$ cat config.mk
export PLATFORM = sky130hd
export DESIGN_NAME = zpf_mean
export DESIGN_NICKNAME = d
export VERILOG_FILES = /design/src/rtl/zpf_pkg.sv /design/src/rtl/zpf_mean.sv
export SDC_FILE = /design/constraint.sdc
export NUM_CORES = 1
export LEC_CHECK = 0
export BUFFER_PORTS_ARGS = -buffer_cell sky130_fd_sc_hd__buf_2
export CAP_MARGIN = 20
export CORE_UTILIZATION = 55
export DETAILED_ROUTE_END_ITERATION = 8
export GPL_ROUTABILITY_DRIVEN = 0
export PLACE_DENSITY = 0.75
export RECOVER_POWER = 25
export SKIP_CTS_REPAIR_TIMING = 1
export SYNTH_ARGS = -nofsm -noshare
export SYNTH_HDL_FRONTEND = slang
export SYNTH_SLANG_ARGS = --single-unit
export TNS_END_PERCENT = 10
$ cat constraint.sdc
create_clock -name clock -period 7.4 [get_ports clock]
set_input_delay 0.37 -clock clock [delete_from_list [all_inputs] [get_ports clock]]
set_output_delay 0.37 -clock clock [all_outputs]
set_load 0.01 [all_outputs]
$ cat src/rtl/zpf_pkg.sv
`timescale 1ns / 1ps

package zpf_pkg;

   localparam int DEF_MAX_WIDTH  = 1024;
   localparam int DEF_MAX_HEIGHT = 1024;

   localparam int PIXEL_W   = 16;
   localparam int CFG_W     = 11;
   localparam int CSR_IDX_W = 1;
   localparam int SUM_W     = PIXEL_W + 2;

   localparam logic [CFG_W-1:0] FRAME_DIM_RESET = 11'd1024;

   // floor(x / 3) == (x * RECIP3) >> RECIP3_SHIFT for x < 2**19
   localparam int             RECIP3_SHIFT = 20;
   localparam int             RECIP3_W     = 19;
   localparam logic [RECIP3_W-1:0] RECIP3  = 19'd349526;

   typedef enum logic [CSR_IDX_W-1:0] {
      CSR_FRAME_WIDTH  = 1'b0,
      CSR_FRAME_HEIGHT = 1'b1
   } csr_index_type;

   typedef enum logic [1:0] {
      ST_IDLE,
      ST_CALC,
      ST_EMIT
   } state_type;

   typedef struct packed {
      logic [PIXEL_W-1:0] center;
      logic [PIXEL_W-1:0] up;
      logic [PIXEL_W-1:0] down;
      logic [PIXEL_W-1:0] left;
      logic [PIXEL_W-1:0] right;
   } nbr_type;

endpackage

$ cat src/rtl/zpf_mean.sv
`timescale 1ns / 1ps

module zpf_mean (
   input  logic                          clock,
   input  logic                          load,
   input  zpf_pkg::nbr_type              nbr,
   output logic [zpf_pkg::PIXEL_W-1:0]   mean
);
   import zpf_pkg::*;

   logic                 pass_ff;
   logic                 pass_in;
   logic [PIXEL_W-1:0]   center_ff;
   logic [SUM_W-1:0]     sum_ff;
   logic [SUM_W-1:0]     sum_in;
   logic [2:0]           cnt_ff;
   logic [2:0]           cnt_in;
   logic [SUM_W+RECIP3_W-1:0] prod;

   always_comb begin
      sum_in  = '0;
      cnt_in  = '0;
      pass_in = (nbr.center != '0);
      if (nbr.up != '0) begin
         sum_in = sum_in + SUM_W'(nbr.up);
         cnt_in = cnt_in + 3'd1;
      end
      if (nbr.down != '0) begin
         sum_in = sum_in + SUM_W'(nbr.down);
         cnt_in = cnt_in + 3'd1;
      end
      if (nbr.left != '0) begin
         sum_in = sum_in + SUM_W'(nbr.left);
         cnt_in = cnt_in + 3'd1;
      end
      if (nbr.right != '0) begin
         sum_in = sum_in + SUM_W'(nbr.right);
         cnt_in = cnt_in + 3'd1;
      end
   end

   always_ff @(posedge clock) begin
      if (load) begin
         pass_ff   <= pass_in;
         center_ff <= nbr.center;
         sum_ff    <= sum_in;
         cnt_ff    <= cnt_in;
      end
   end

   assign prod = (SUM_W+RECIP3_W)'(sum_ff) * (SUM_W+RECIP3_W)'(RECIP3);

   always_comb begin
      if (pass_ff) begin
         mean = center_ff;
      end else begin
         case (cnt_ff)
            3'd1:    mean = sum_ff[PIXEL_W-1:0];
            3'd2:    mean = sum_ff[PIXEL_W:1];
            3'd3:    mean = prod[RECIP3_SHIFT+PIXEL_W-1:RECIP3_SHIFT];
            3'd4:    mean = sum_ff[PIXEL_W+1:2];
            default: mean = '0;
         endcase
      end
   end

endmodule

==> metrics.yaml <==
run_status:
  outcome: "complete, but fails checks"
  violations: "DRC, capacitance limit, slew limit"
place:
  place_ws_ns: 0.8015
  numPortBuffers: 97
  hpwl_um: 21390
hold_path:
  min_path_type: "in -> reg"
setup_path:
  critPathBufInv: 3
  worstPathArrival_ns: 6.59
  cp.required_ns: 7.03
  critPathTopFamily: "adder cells"
  worstPathMaxFanout: 9
  crit_path_end_kind: "output pin"
  crit_type: "reg -> out"
  max_stage_delay_ns: 0.55
  cp_common_cell: "fa_1"
  worstPathCellList: "ha_1, inv_1, fa_1, fa_1, inv_1, fa_1, fa_1, fa_1, ha_1, a211oi_2, nor3b_1, nor3_1, o31ai_1, o311ai_1, o2bb2ai_1, o21ai_1, or4b_1, nand3_1, buf_2"
  start_kind: "flip-flop"
  crit_slowest_cell: "edfxtp_1"
grt:
  antenna_found_initial: 1
  grt_max_degree: 39
  grt-ovfl-total: 0
  grt_pass1_wl_um: 40730
  grt_pass1_vias: 8248
  track_usage_pct: 26.59
clock_network:
  htreeDepth: 2
  cts_tree: "built"
  clock_sinks: 38
  cts_buffer_depth: 2
  path_clk_slew_ns: 0.06
  cts_buffers: 5
  clockRootBuffer: "clkbuf_16"
finish:
  layout_commonest_cell: "inv_1"
  drive_above_1_share_pct: 10.84
  final_cell_mix: "231 x inv_1, 206 x ha_1, 113 x fa_1, 85 x buf_2, 65 x a21oi_1"
  nets: 1608
  syn_to_final_growth_pct: 8.007
logic_synthesis:
  ys_warn_count: 0
  synth_area_sq_mm: 0.01027
  synthDistinctLibCells: 61
  netlist_instances: 1131
  synthesis.nets: 1532
  yosysSeqAreaShare_pct: 11.12
  synthFlopType: "edfxtp_1"
  avgSynthCellArea_sq_um: 9.077
  async_reset_ff_share_pct: 0
  ys_seq_elements: 38
  synth_edf_count: 38
die:
  die_h_um: 138.6
  die_area_sq_mm: 0.01922
  start_util_pct: 56.57
  ios: 98
  core_sq_mm: 0.01815
  rows: 49
  die_w_um: 138.6
routing:
  wl_per_cell_um: 17.14
  drcViolationCount: 2
  totalWireLength_um: 24650
  postRouteAntennaNets: 0
  via_count: 8319
  drt-initial-drc-count: 641
  post_drt_via_cell_ratio: 5.785
  drt_pass1_iterations: 7
timing:
  worstMarginPinSlew_ns: 1.988
  rsz0062_at_grt: "no"
  slew_viol_final: 39
  fin_ws_ns: 0.4428
  relSlewSlack_pct: -32.57
  fin_tns_setup_ns: 0
  min_period_over_period_pct: 94.02
  hold_viol: 0
  max_freq_mhz: 143.7
  fin_crit_ns: 6.957
  setup_viol: 0
run:
  maxCapViolCount: 1
-- state kept, by name, summed over array words and instances, names as in the netlist --
register / flops
sum_ff: 18
cnt_ff: 3
pass_ff: 1
center_ff: 16
-- per-layer routing --
layer | global-route usage (%) | up-vias | routed length [um]
li1 | - | 4035 | -
met2 | 42.69 | 273 | 10990
met4 | 5.263 | 0 | 470
met1 | 37.99 | 3975 | 11610
met3 | 4.351 | 36 | 1576
met5 | 0 | - | 0
-- through the flow --
| stage | hold slack [ns] | cell area (sq um) | utilization, % | cells |
|---|---|---|---|---|
| 6_report | 0.2794 | 11090 | 61.10 | 1438 |
| 5_1_grt | 0.2731 | 11090 | 61.10 | 1438 |
| 4_1_cts | 0.2749 | 11090 | 61.13 | 1436 |
| 3_5_place_dp | 0.5636 | 10950 | 60.35 | 1428 |
| 3_3_place_gp | 0.5618 | 10950 | 60.35 | 1428 |
| 2_1_floorplan | 0.4689 | 10270 | - | 1131 |
-- cell type report --
cell class / count / area (sq um)
clock inverters: 3 / 16.27
clock buffers: 5 / 125.1
diodes: 1 / 2.502
repair buffers: 104 / 523.0
well taps: 229 / 286.5
multi-input cells: 827 / 8127
flip-flops and latches: 38 / 1141
inverters: 231 / 867.1
fillers: 1540 / 7059
-- Yosys cell counts, types with 2 or more instances --
master	number	area (sq um)
o21ai_1	8	40.04
inv_1	231	867.1
nand4_1	7	43.79
mux2_2	23	259.0
nand4b_1	2	17.52
and2_1	9	56.30
nor2_1	46	172.7
a22oi_1	29	217.7
a211oi_1	5	37.54
nor2b_1	5	31.28
o211ai_1	4	30.03
nor3b_1	4	30.03
nand2b_1	8	50.05
a211o_1	5	43.79
or4b_1	2	20.02
a21oi_1	65	325.3
fa_1	113	2262
a21o_1	20	150.1
or3_1	4	25.02
nand3_1	15	75.07
o221ai_1	2	17.52
nand2_1	45	168.9
o21ai_0	40	200.2
a22o_1	2	17.52
a21oi_2	3	26.28
o21a_1	9	67.56
a222oi_1	2	20.02
xor2_1	27	236.5
ha_1	206	2577
nor3_1	7	35.03
edfxtp_1	38	1141
mux2i_1	3	30.03
a31oi_1	7	43.79
o21bai_1	7	52.55
o31a_1	2	17.52
o31ai_1	2	15.01
xnor2_1	34	297.8
nor4_1	21	131.4
o22ai_1	13	81.33
clkbuf_1	35	131.4
-- final timing paths --
check	start	endpoint	slack, ns	cells past startpoint
max	sum_ff[1]$_DFFE_PP_	mean[13]	0.44	19
min	nbr[75]	center_ff[11]$_DFFE_PP_	0.28	1
-- kinds of logic after synthesis --
group | after synthesis | share of synthesized area (%)
adder cells (fa/ha/maj) | 319 | 47.14
buffers and inverters | 266 | 9.726
AO/OA/AOI/OAI | 240 | 15.21
AND/OR/NAND/NOR | 181 | 8.787
XOR/XNOR | 61 | 5.204
flip-flops | 38 | 11.12
multiplexers | 26 | 2.815
Power is left out: the tool's default activity adds up to more than one toggle a clock period on the data nets, which glitch-free logic cannot reach.
